[src/sv/rmts_pkg.sv]
// -----------------------------------------------------------------------------
// rmts_pkg
// Types, constants and helpers shared by the rate-monotonic tick scheduler.
// -----------------------------------------------------------------------------
package rmts_pkg;

   localparam int MAX_TASKS = 8;
   localparam int SLOT_BITS = $clog2(MAX_TASKS);
   localparam int TIME_BITS = 32;

   typedef enum logic [1:0] {
      CMD_LOAD = 2'd0,
      CMD_TICK = 2'd1,
      CMD_READ = 2'd2,
      CMD_NONE = 2'd3
   } cmd_type;

   typedef enum logic [2:0] {
      EV_IDLE     = 3'd0,
      EV_CONTINUE = 3'd1,
      EV_START    = 3'd2,
      EV_RESUME   = 3'd3,
      EV_PREEMPT  = 3'd4
   } event_type;

   typedef enum logic [1:0] {
      ALU_RUN  = 2'd0,
      ALU_MISS = 2'd1,
      ALU_WAIT = 2'd2
   } alu_op_type;

   typedef enum logic [3:0] {
      ST_IDLE,
      ST_SCAN,
      ST_EVT,
      ST_RUN,
      ST_MISS,
      ST_WAIT,
      ST_CHK,
      ST_OUT
   } state_type;

   typedef struct packed {
      logic [1:0]  cmd;
      logic [2:0]  slot;
      logic [7:0]  task_id;
      logic [15:0] exec_time;
      logic [15:0] period;
      logic [15:0] repetitions;
   } req_type;

   typedef struct packed {
      logic               ran;
      logic [2:0]         run_slot;
      logic [7:0]         run_task_id;
      logic [2:0]         event_res;
      logic [2:0]         prev_slot;
      logic               finished;
      logic [7:0]         miss_mask;
      logic               all_done;
      logic [31:0]        current_time;
      logic [15:0]        stat_completed;
      logic [15:0]        stat_missed;
      logic signed [31:0] stat_waiting;
   } rsp_type;

   typedef struct packed {
      logic [7:0]           id;
      logic [15:0]          exec;
      logic [15:0]          period;
      logic [15:0]          jobs;
      logic [15:0]          rem;
      logic [TIME_BITS-1:0] rel;
      logic [TIME_BITS-1:0] dl;
      logic [15:0]          missed;
      logic [15:0]          done;
      logic signed [31:0]   wait_total;
   } slot_type;

   typedef struct packed {
      slot_type           entry;
      logic               flag;
      logic signed [33:0] spent;
   } alu_res_type;

   function automatic logic [TIME_BITS-1:0] tadd(input logic [TIME_BITS-1:0] a,
                                                 input logic [15:0] b);
      logic [TIME_BITS:0] sum;
      sum = {1'b0, a} + {{(TIME_BITS-15){1'b0}}, b};
      return sum[TIME_BITS] ? {TIME_BITS{1'b1}} : sum[TIME_BITS-1:0];
   endfunction

   function automatic logic [15:0] cinc(input logic [15:0] c);
      return (c == 16'hFFFF) ? c : c + 16'd1;
   endfunction

   function automatic logic signed [31:0] wsat(input logic signed [35:0] v);
      logic signed [31:0] r;
      if (v > 36'sh0_7FFF_FFFF) r = 32'sh7FFF_FFFF;
      else if (v < -36'sh0_8000_0000) r = -32'sh8000_0000;
      else r = v[31:0];
      return r;
   endfunction

endpackage

[src/sv/rmts_slot_table.sv]
// -----------------------------------------------------------------------------
// rmts_slot_table
// Per-slot task state: one read port and one write port.
// -----------------------------------------------------------------------------
module rmts_slot_table import rmts_pkg::*; (
   input  logic                 clock,
   input  logic [SLOT_BITS-1:0] rd_idx,
   output slot_type             rd_entry,
   input  logic                 wr_en,
   input  logic [SLOT_BITS-1:0] wr_idx,
   input  slot_type             wr_entry
);

   slot_type slots_ff [MAX_TASKS];

   always_ff @(posedge clock) begin
      if (wr_en) begin
         slots_ff[wr_idx] <= wr_entry;
      end
   end

   assign rd_entry = slots_ff[rd_idx];

endmodule

[src/sv/rmts_slot_alu.sv]
// -----------------------------------------------------------------------------
// rmts_slot_alu
// Shared slot update unit: run one unit, miss check, waiting update.
// -----------------------------------------------------------------------------
module rmts_slot_alu import rmts_pkg::*; (
   input  alu_op_type           op,
   input  slot_type             entry_in,
   input  logic [TIME_BITS-1:0] t,
   input  logic signed [33:0]   spent_in,
   input  logic                 miss_in,
   input  logic                 is_run_slot,
   output alu_res_type          res
);

   slot_type           e;
   logic [15:0]        rem_d;
   logic [TIME_BITS:0] t_plus_r;
   logic signed [35:0] sum1;
   logic signed [35:0] sum2;
   logic signed [31:0] w1;

   always_comb begin
      e        = entry_in;
      res.flag = 1'b0;
      res.spent = '0;
      rem_d    = (entry_in.rem != 16'd0) ? entry_in.rem - 16'd1 : 16'd0;
      t_plus_r = {1'b0, t} + {{(TIME_BITS-15){1'b0}}, entry_in.rem};
      sum1     = {{4{entry_in.wait_total[31]}}, entry_in.wait_total}
                 - {{2{spent_in[33]}}, spent_in}
                 + $signed({20'd0, entry_in.period});
      w1       = miss_in ? wsat(sum1) : entry_in.wait_total;
      sum2     = {{4{w1[31]}}, w1} + 36'sd1;
      case (op)
         ALU_RUN: begin
            e.rem = rem_d;
            if (rem_d == 16'd0) begin
               e.done = cinc(entry_in.done);
               e.rel  = tadd(entry_in.rel, entry_in.period);
               e.dl   = tadd(entry_in.dl, entry_in.period);
               e.rem  = entry_in.exec;
               if (entry_in.jobs != 16'd0) e.jobs = entry_in.jobs - 16'd1;
               res.flag = 1'b1;
            end
         end
         ALU_MISS: begin
            if (entry_in.jobs != 16'd0 && {1'b0, entry_in.dl} <= t_plus_r) begin
               res.spent = $signed({2'b00, t}) - $signed({2'b00, entry_in.rel})
                           - $signed({18'd0, entry_in.exec - entry_in.rem});
               e.missed = cinc(entry_in.missed);
               e.rel    = tadd(entry_in.rel, entry_in.period);
               e.dl     = tadd(entry_in.dl, entry_in.period);
               e.rem    = entry_in.exec;
               e.jobs   = entry_in.jobs - 16'd1;
               res.flag = 1'b1;
            end
         end
         ALU_WAIT: begin
            e.wait_total = w1;
            if (!is_run_slot && entry_in.rel <= t && entry_in.jobs != 16'd0) begin
               e.wait_total = wsat(sum2);
            end
            res.flag = (entry_in.jobs != 16'd0);
         end
         default: begin
            e = entry_in;
         end
      endcase
      res.entry = e;
   end

endmodule

[src/sv/rate_monotonic_tick_scheduler_core.sv]
// Throughput: one item at a time; slots are visited one after another, and the
// run, miss and waiting updates go through the shared slot update unit.
// Synchronous active-high reset clears time, task count and scheduler
// history; slot contents stay undefined.
// -----------------------------------------------------------------------------
// rate_monotonic_tick_scheduler_core
// Rate-monotonic tick scheduler with a sequenced slot scan.
// -----------------------------------------------------------------------------
module rate_monotonic_tick_scheduler_core import rmts_pkg::*; (
   input  logic       clock,
   input  logic       reset,
   input  logic       req_valid,
   output logic       req_stall,
   input  req_type    req_data,
   output logic       rsp_valid,
   input  logic       rsp_stall,
   output rsp_type    rsp_data,
   input  logic       csr_write_enable,
   input  logic [3:0] csr_write_data
);

   state_type            state_ff, state_in;
   logic [SLOT_BITS:0]   idx_ff, idx_in;
   logic [3:0]           tc_ff;
   logic [TIME_BITS-1:0] tick_ff, tick_in;
   logic                 last_valid_ff, last_valid_in;
   logic [SLOT_BITS-1:0] last_slot_ff, last_slot_in;
   logic                 was_running_ff, was_running_in;
   logic                 found_ff, found_in;
   logic [SLOT_BITS-1:0] best_slot_ff, best_slot_in;
   logic [15:0]          best_per_ff, best_per_in;
   logic [7:0]           best_id_ff, best_id_in;
   logic                 last_partial_ff, last_partial_in;
   logic                 miss_ff, miss_in;
   logic signed [33:0]   spent_ff, spent_in;
   logic                 done_acc_ff, done_acc_in;
   rsp_type              rsp_ff, rsp_in;

   logic [SLOT_BITS:0]   n_act;
   logic [SLOT_BITS-1:0] rd_idx;
   slot_type             rd_entry;
   logic                 wr_en;
   logic [SLOT_BITS-1:0] wr_idx;
   slot_type             wr_entry;
   alu_op_type           alu_op;
   alu_res_type          alu_res;
   slot_type             load_entry;
   logic                 in_range;

   assign n_act    = (tc_ff > MAX_TASKS) ? (SLOT_BITS+1)'(MAX_TASKS) : (SLOT_BITS+1)'(tc_ff);
   assign in_range = idx_ff < n_act;

   rmts_slot_table u_table (
      .clock    (clock),
      .rd_idx   (rd_idx),
      .rd_entry (rd_entry),
      .wr_en    (wr_en),
      .wr_idx   (wr_idx),
      .wr_entry (wr_entry)
   );

   rmts_slot_alu u_alu (
      .op          (alu_op),
      .entry_in    (rd_entry),
      .t           (tick_ff),
      .spent_in    (spent_ff),
      .miss_in     (miss_ff),
      .is_run_slot (idx_ff[SLOT_BITS-1:0] == best_slot_ff),
      .res         (alu_res)
   );

   always_comb begin
      load_entry.id         = req_data.task_id;
      load_entry.exec       = req_data.exec_time;
      load_entry.period     = req_data.period;
      load_entry.jobs       = req_data.repetitions;
      load_entry.rem        = req_data.exec_time;
      load_entry.rel        = tick_ff;
      load_entry.dl         = tadd(tick_ff, req_data.period);
      load_entry.missed     = '0;
      load_entry.done       = '0;
      load_entry.wait_total = '0;
   end

   always_ff @(posedge clock) begin
      if (reset) begin
         state_ff       <= ST_IDLE;
         tc_ff          <= '0;
         tick_ff        <= '0;
         last_valid_ff  <= 1'b0;
         last_slot_ff   <= '0;
         was_running_ff <= 1'b1;
      end else begin
         state_ff       <= state_in;
         tick_ff        <= tick_in;
         last_valid_ff  <= last_valid_in;
         last_slot_ff   <= last_slot_in;
         was_running_ff <= was_running_in;
         if (csr_write_enable) tc_ff <= csr_write_data;
      end
      idx_ff          <= idx_in;
      found_ff        <= found_in;
      best_slot_ff    <= best_slot_in;
      best_per_ff     <= best_per_in;
      best_id_ff      <= best_id_in;
      last_partial_ff <= last_partial_in;
      miss_ff         <= miss_in;
      spent_ff        <= spent_in;
      done_acc_ff     <= done_acc_in;
      rsp_ff          <= rsp_in;
   end

   always_comb begin
      state_in        = state_ff;
      idx_in          = idx_ff;
      tick_in         = tick_ff;
      last_valid_in   = last_valid_ff;
      last_slot_in    = last_slot_ff;
      was_running_in  = was_running_ff;
      found_in        = found_ff;
      best_slot_in    = best_slot_ff;
      best_per_in     = best_per_ff;
      best_id_in      = best_id_ff;
      last_partial_in = last_partial_ff;
      miss_in         = miss_ff;
      spent_in        = spent_ff;
      done_acc_in     = done_acc_ff;
      rsp_in          = rsp_ff;
      rd_idx          = idx_ff[SLOT_BITS-1:0];
      wr_en           = 1'b0;
      wr_idx          = idx_ff[SLOT_BITS-1:0];
      wr_entry        = alu_res.entry;
      alu_op          = ALU_RUN;
      req_stall       = (state_ff != ST_IDLE);
      rsp_valid       = (state_ff == ST_OUT);

      case (state_ff)
         ST_IDLE: begin
            rd_idx = req_data.slot;
            if (req_valid) begin
               rsp_in              = '0;
               rsp_in.current_time = tick_ff;
               idx_in              = '0;
               done_acc_in         = 1'b1;
               found_in            = 1'b0;
               case (req_data.cmd)
                  CMD_LOAD: begin
                     wr_en    = 1'b1;
                     wr_idx   = req_data.slot;
                     wr_entry = load_entry;
                     state_in = ST_CHK;
                  end
                  CMD_READ: begin
                     rsp_in.stat_completed = rd_entry.done;
                     rsp_in.stat_missed    = rd_entry.missed;
                     rsp_in.stat_waiting   = rd_entry.wait_total;
                     state_in              = ST_CHK;
                  end
                  CMD_TICK: begin
                     state_in = ST_SCAN;
                  end
                  default: begin
                     state_in = ST_IDLE;
                  end
               endcase
            end
         end
         ST_SCAN: begin
            if (in_range) begin
               if (rd_entry.rel <= tick_ff && rd_entry.jobs != 16'd0 &&
                   (!found_ff || rd_entry.period < best_per_ff ||
                    (rd_entry.period == best_per_ff && rd_entry.id < best_id_ff))) begin
                  found_in     = 1'b1;
                  best_slot_in = idx_ff[SLOT_BITS-1:0];
                  best_per_in  = rd_entry.period;
                  best_id_in   = rd_entry.id;
               end
               idx_in = idx_ff + 1'b1;
            end else begin
               idx_in = '0;
               if (found_ff) begin
                  state_in = ST_EVT;
               end else begin
                  was_running_in = 1'b0;
                  tick_in        = tadd(tick_ff, 16'd1);
                  state_in       = ST_CHK;
               end
            end
         end
         ST_EVT: begin
            rd_idx          = last_slot_ff;
            last_partial_in = (rd_entry.rem != rd_entry.exec);
            state_in        = ST_RUN;
         end
         ST_RUN: begin
            rd_idx = best_slot_ff;
            alu_op = ALU_RUN;
            wr_en  = 1'b1;
            wr_idx = best_slot_ff;
            rsp_in.ran         = 1'b1;
            rsp_in.run_slot    = best_slot_ff;
            rsp_in.run_task_id = rd_entry.id;
            rsp_in.finished    = alu_res.flag;
            if (!last_valid_ff || !was_running_ff) begin
               rsp_in.event_res = EV_START;
            end else if (last_slot_ff == best_slot_ff) begin
               rsp_in.event_res = EV_CONTINUE;
            end else if (last_partial_ff) begin
               rsp_in.event_res = EV_PREEMPT;
               rsp_in.prev_slot = last_slot_ff;
            end else if (rd_entry.rem == rd_entry.exec) begin
               rsp_in.event_res = EV_START;
            end else begin
               rsp_in.event_res = EV_RESUME;
            end
            last_valid_in  = 1'b1;
            last_slot_in   = best_slot_ff;
            was_running_in = 1'b1;
            state_in       = ST_MISS;
         end
         ST_MISS: begin
            alu_op = ALU_MISS;
            if (in_range) begin
               wr_en    = 1'b1;
               miss_in  = alu_res.flag;
               spent_in = alu_res.spent;
               state_in = ST_WAIT;
            end else begin
               rsp_in.all_done = done_acc_ff;
               tick_in         = tadd(tick_ff, 16'd1);
               state_in        = ST_OUT;
            end
         end
         ST_WAIT: begin
            alu_op = ALU_WAIT;
            wr_en  = 1'b1;
            if (alu_res.flag) done_acc_in = 1'b0;
            if (miss_ff) rsp_in.miss_mask[idx_ff[SLOT_BITS-1:0]] = 1'b1;
            idx_in   = idx_ff + 1'b1;
            state_in = ST_MISS;
         end
         ST_CHK: begin
            if (in_range) begin
               if (rd_entry.jobs != 16'd0) done_acc_in = 1'b0;
               idx_in = idx_ff + 1'b1;
            end else begin
               rsp_in.all_done = done_acc_ff;
               state_in        = ST_OUT;
            end
         end
         ST_OUT: begin
            if (!rsp_stall) state_in = ST_IDLE;
         end
         default: begin
            state_in = ST_IDLE;
         end
      endcase
   end

   assign rsp_data = rsp_ff;

endmodule

[config.mk]
export PLATFORM = sky130hd
export DESIGN_NAME = rate_monotonic_tick_scheduler_core
export DESIGN_NICKNAME = d
export VERILOG_FILES = /design/src/sv/rmts_pkg.sv /design/src/sv/rmts_slot_table.sv /design/src/sv/rmts_slot_alu.sv /design/src/sv/rate_monotonic_tick_scheduler_core.sv
export SDC_FILE = /design/constraint.sdc
export NUM_CORES = 2
export LEC_CHECK = 0
export BUFFER_PORTS_ARGS = -buffer_cell sky130_fd_sc_hd__buf_2
export CORE_MARGIN = 5
export CORE_UTILIZATION = 50
export DETAILED_ROUTE_END_ITERATION = 8
export PLACE_DENSITY = 0.66
export RECOVER_POWER = 25
export SLEW_MARGIN = 30
export SYNTH_ARGS = -nofsm -noshare
export SYNTH_HDL_FRONTEND = slang
export SYNTH_HIERARCHICAL = 1
export SYNTH_SLANG_ARGS = --single-unit
[constraint.sdc]
create_clock -name clock -period 31.4 [get_ports clock]
set_input_delay 9.42 -clock clock [delete_from_list [all_inputs] [get_ports clock]]
set_output_delay 9.42 -clock clock [all_outputs]
set_load 0.005 [all_outputs]
==> qor.txt <==
most common cell in the synthesized netlist = edfxtp_1
RSZ-0062 raised after global routing = no
final hold vios = 0
final wirelength = 246000 um
commonest cells in the netlist = edfxtp_1, nand2_1, mux4_1, inv_1, a21oi_1
CTS tree = built
asr flop ratio synth = 0
synth warn = 6
row cnt = 156
Worst Path Arrival = 25.10 ns
post-cts resize count = 0
FF+latch count, synth = 1837
Worst R2R Setup Slack = 14.46 ns
outcome = complete, but fails checks
required time worst endpoint = 32.03 ns
CTS Hold Bufs = 0
full die area = 191000 um2
sequential area share after synthesis = 0.602
CP Class = input port to flip-flop
FF-to-FF End = u_table/slots_ff[4][26]$_DFFE_PP_
Clk Latency, worst-skew pair = 0.84 ns
vias in the first global route = 54705
final total negative setup slack = 0 ns
Maximum Capacitance Violations = 21
share of layout cells above drive strength 1 = 0.108
Hold EP = tc_ff[0]$_SDFFE_PP0P_
FF-to-FF Start = state_ff[1]$_SDFFE_PP0P_
Syn Nets = 6520
Final Max Tran Viols = 970
Final nets = 6700
final RePlAce weighted congestion = 0.964
top_reg_cell synth = edfxtp_1
Die X = 437 um
Residual DRC = 0
synthesized area = 91000 um2
cell family with most CP delay = buffers and inverters
final setup fails = 0
CP bufs+invs = 5
Period Utilization, post-route = 0.779
hold path cells = 2
first-pass GRT wire length = 358000 um
Setup Skew = 0.0365 ns
number of synthesized flops with an enable pin = 1793
die height = 437 um
worst r2r path cells = 32
Avg Cell Area, Syn = 14.8 um2
Root Driver = clkbuf_16
port bufs = 195
Hold Crit Start = tc_ff[0]$_SDFFE_PP0P_
crit-path max FO = 46
Iter 0 DRT Violations = 5289
CP dominant cell by count = clkbuf_1
H-tree depth = 4
Sinks on Clock Net = 1837
Clock transition at path regs = 0.06 ns
post-DP HPWL = 160000 um
slowest stage cell, crit path = clkbuf_1
Synth-to-Final Area Change = 9.79%
failing checks = max-capacitance violations, max-slew violations
max frequency = 40.9 MHz
hold_ws = 0.506 ns
first-pass iteration count of the detailed router = 6
pin count of the biggest net entering global routing = 160
Yosys top cell area share = 0.592
Final min period = 24.47 ns
Initial Util = 0.503
Max stage delay on crit path = 2.40 ns
Hold Path Class = flip-flop to flip-flop
Cell variety after synth = 103
Slew HR = -4.54
largest area contributor in the netlist = edfxtp_1
DR vias/cell = 6.26
IO Pins = 196
worst slew pin tran = 8.32 ns
DRT antenna net count = 0
startpoint types = input port
Core ar. = 181000 um2
initial antenna violation count = 8
vias = 55400
WL per Instance = 27.8 um
crit end category = flip-flop
Mapped Cells = 6148
CTS buffer count = 187
Max clock buf depth = 3
top cells by area, synth = edfxtp_1, mux4_1, ha_1
grt total ovfl = 0
gr usage total = 0.251
setup bufs post-CTS = 0
-- cell families after synthesis --
kind of cell / Yosys count / synth area share
buffers and inverters: 608 / 0.0329
and+or+nand+nor: 1499 / 0.0810
adders and majority gates: 302 / 0.0434
AOI/OAI and AO/OA: 1023 / 0.0731
xor gates and xnor gates: 247 / 0.0238
DFF: 1837 / 0.602
muxes: 632 / 0.144
-- routing by layer --
metal	wire length (um)	track usage	vias up
li1	-	-	24563
met1	98900	0.330	28136
met2	120000	0.421	2170
met3	16300	0.0379	523
met4	11400	0.105	8
met5	57	0	-
-- tightest hold or removal path, stage by stage (launching register included) --
cell	delay (ns)
dfxtp_1	0.33
mux2i_1	0.07
nor2_1	0.08
-- cell usage in the layout (no fill, tap or decap), types with 75 or more instances in the layout --
master | netlist | routed
edfxtp_1 | 1793 | 1793
nand2_1 | 521 | 521
mux4_1 | 400 | 400
inv_1 | 298 | 297
a21oi_1 | 284 | 283
ha_1 | 279 | 279
nor2_1 | 275 | 272
o21ai_0 | 206 | 197
clkbuf_16 | 0 | 188
mux2_2 | 220 | 172
and2_1 | 174 | 167
xnor2_1 | 163 | 163
clkbuf_1 | 180 | 151
buf_2 | 20 | 114
nand3_1 | 99 | 99
nor3_1 | 87 | 85
xor2_1 | 84 | 84
a31oi_1 | 75 | 75
-- final cells by class --
cell class | instances | area [um2]
Timing Repair Buffer | 299 | 1650
Multi-Input combinational cell | 3703 | 33400
Clock buffer | 238 | 4970
Tap cell | 2370 | 2970
Fill cell | 14418 | 81100
Clock inverter | 99 | 1040
Inverter | 300 | 1130
Antenna cell | 5 | 12.5
Sequential cell | 1837 | 54700
-- registers in the layout (all words and copies together) (netlist names) --
register          flops
u_table/slots_ff   1600
rsp_data            124
spent_ff             34
tick_ff              32
best_per_ff          16
best_id_ff            8
idx_ff                4
tc_ff                 4
best_slot_ff          3
last_slot_ff          3
state_ff              3
done_acc_ff           1
found_ff              1
last_partial_ff       1
last_valid_ff         1
miss_ff               1
was_running_ff        1
-- worst max path at each step --
stage	cells past startpoint	slack, ns	start	endpoint
2_1_floorplan	8	6.06	req_valid	u_table/slots_ff[0][0]$_DFFE_PP_
3_3_place_gp	34	11.11	req_data[56]	u_table/slots_ff[6][6]$_DFFE_PP_
3_5_place_dp	34	10.93	req_data[56]	u_table/slots_ff[2][26]$_DFFE_PP_
4_1_cts	34	11.79	req_data[56]	u_table/slots_ff[4][26]$_DFFE_PP_
5_1_grt	35	5.87	req_data[58]	u_table/slots_ff[4][26]$_DFFE_PP_
6_report	33	6.93	req_data[58]	u_table/slots_ff[4][26]$_DFFE_PP_
-- through the flow --
stage,instance area (um2),utilization,setup slack [ns],instances
2_1_floorplan,91000,-,6.06,6148
3_3_place_gp,94100,0.520,11.11,8507
3_5_place_dp,94100,0.520,10.93,8509
4_1_cts,100000,0.554,11.79,8846
5_1_grt,99900,0.552,5.87,8847
6_report,99900,0.552,6.93,8851
Power is left out: the tool's default activity adds up to more than one toggle a clock period on the data nets, which glitch-free logic cannot reach.
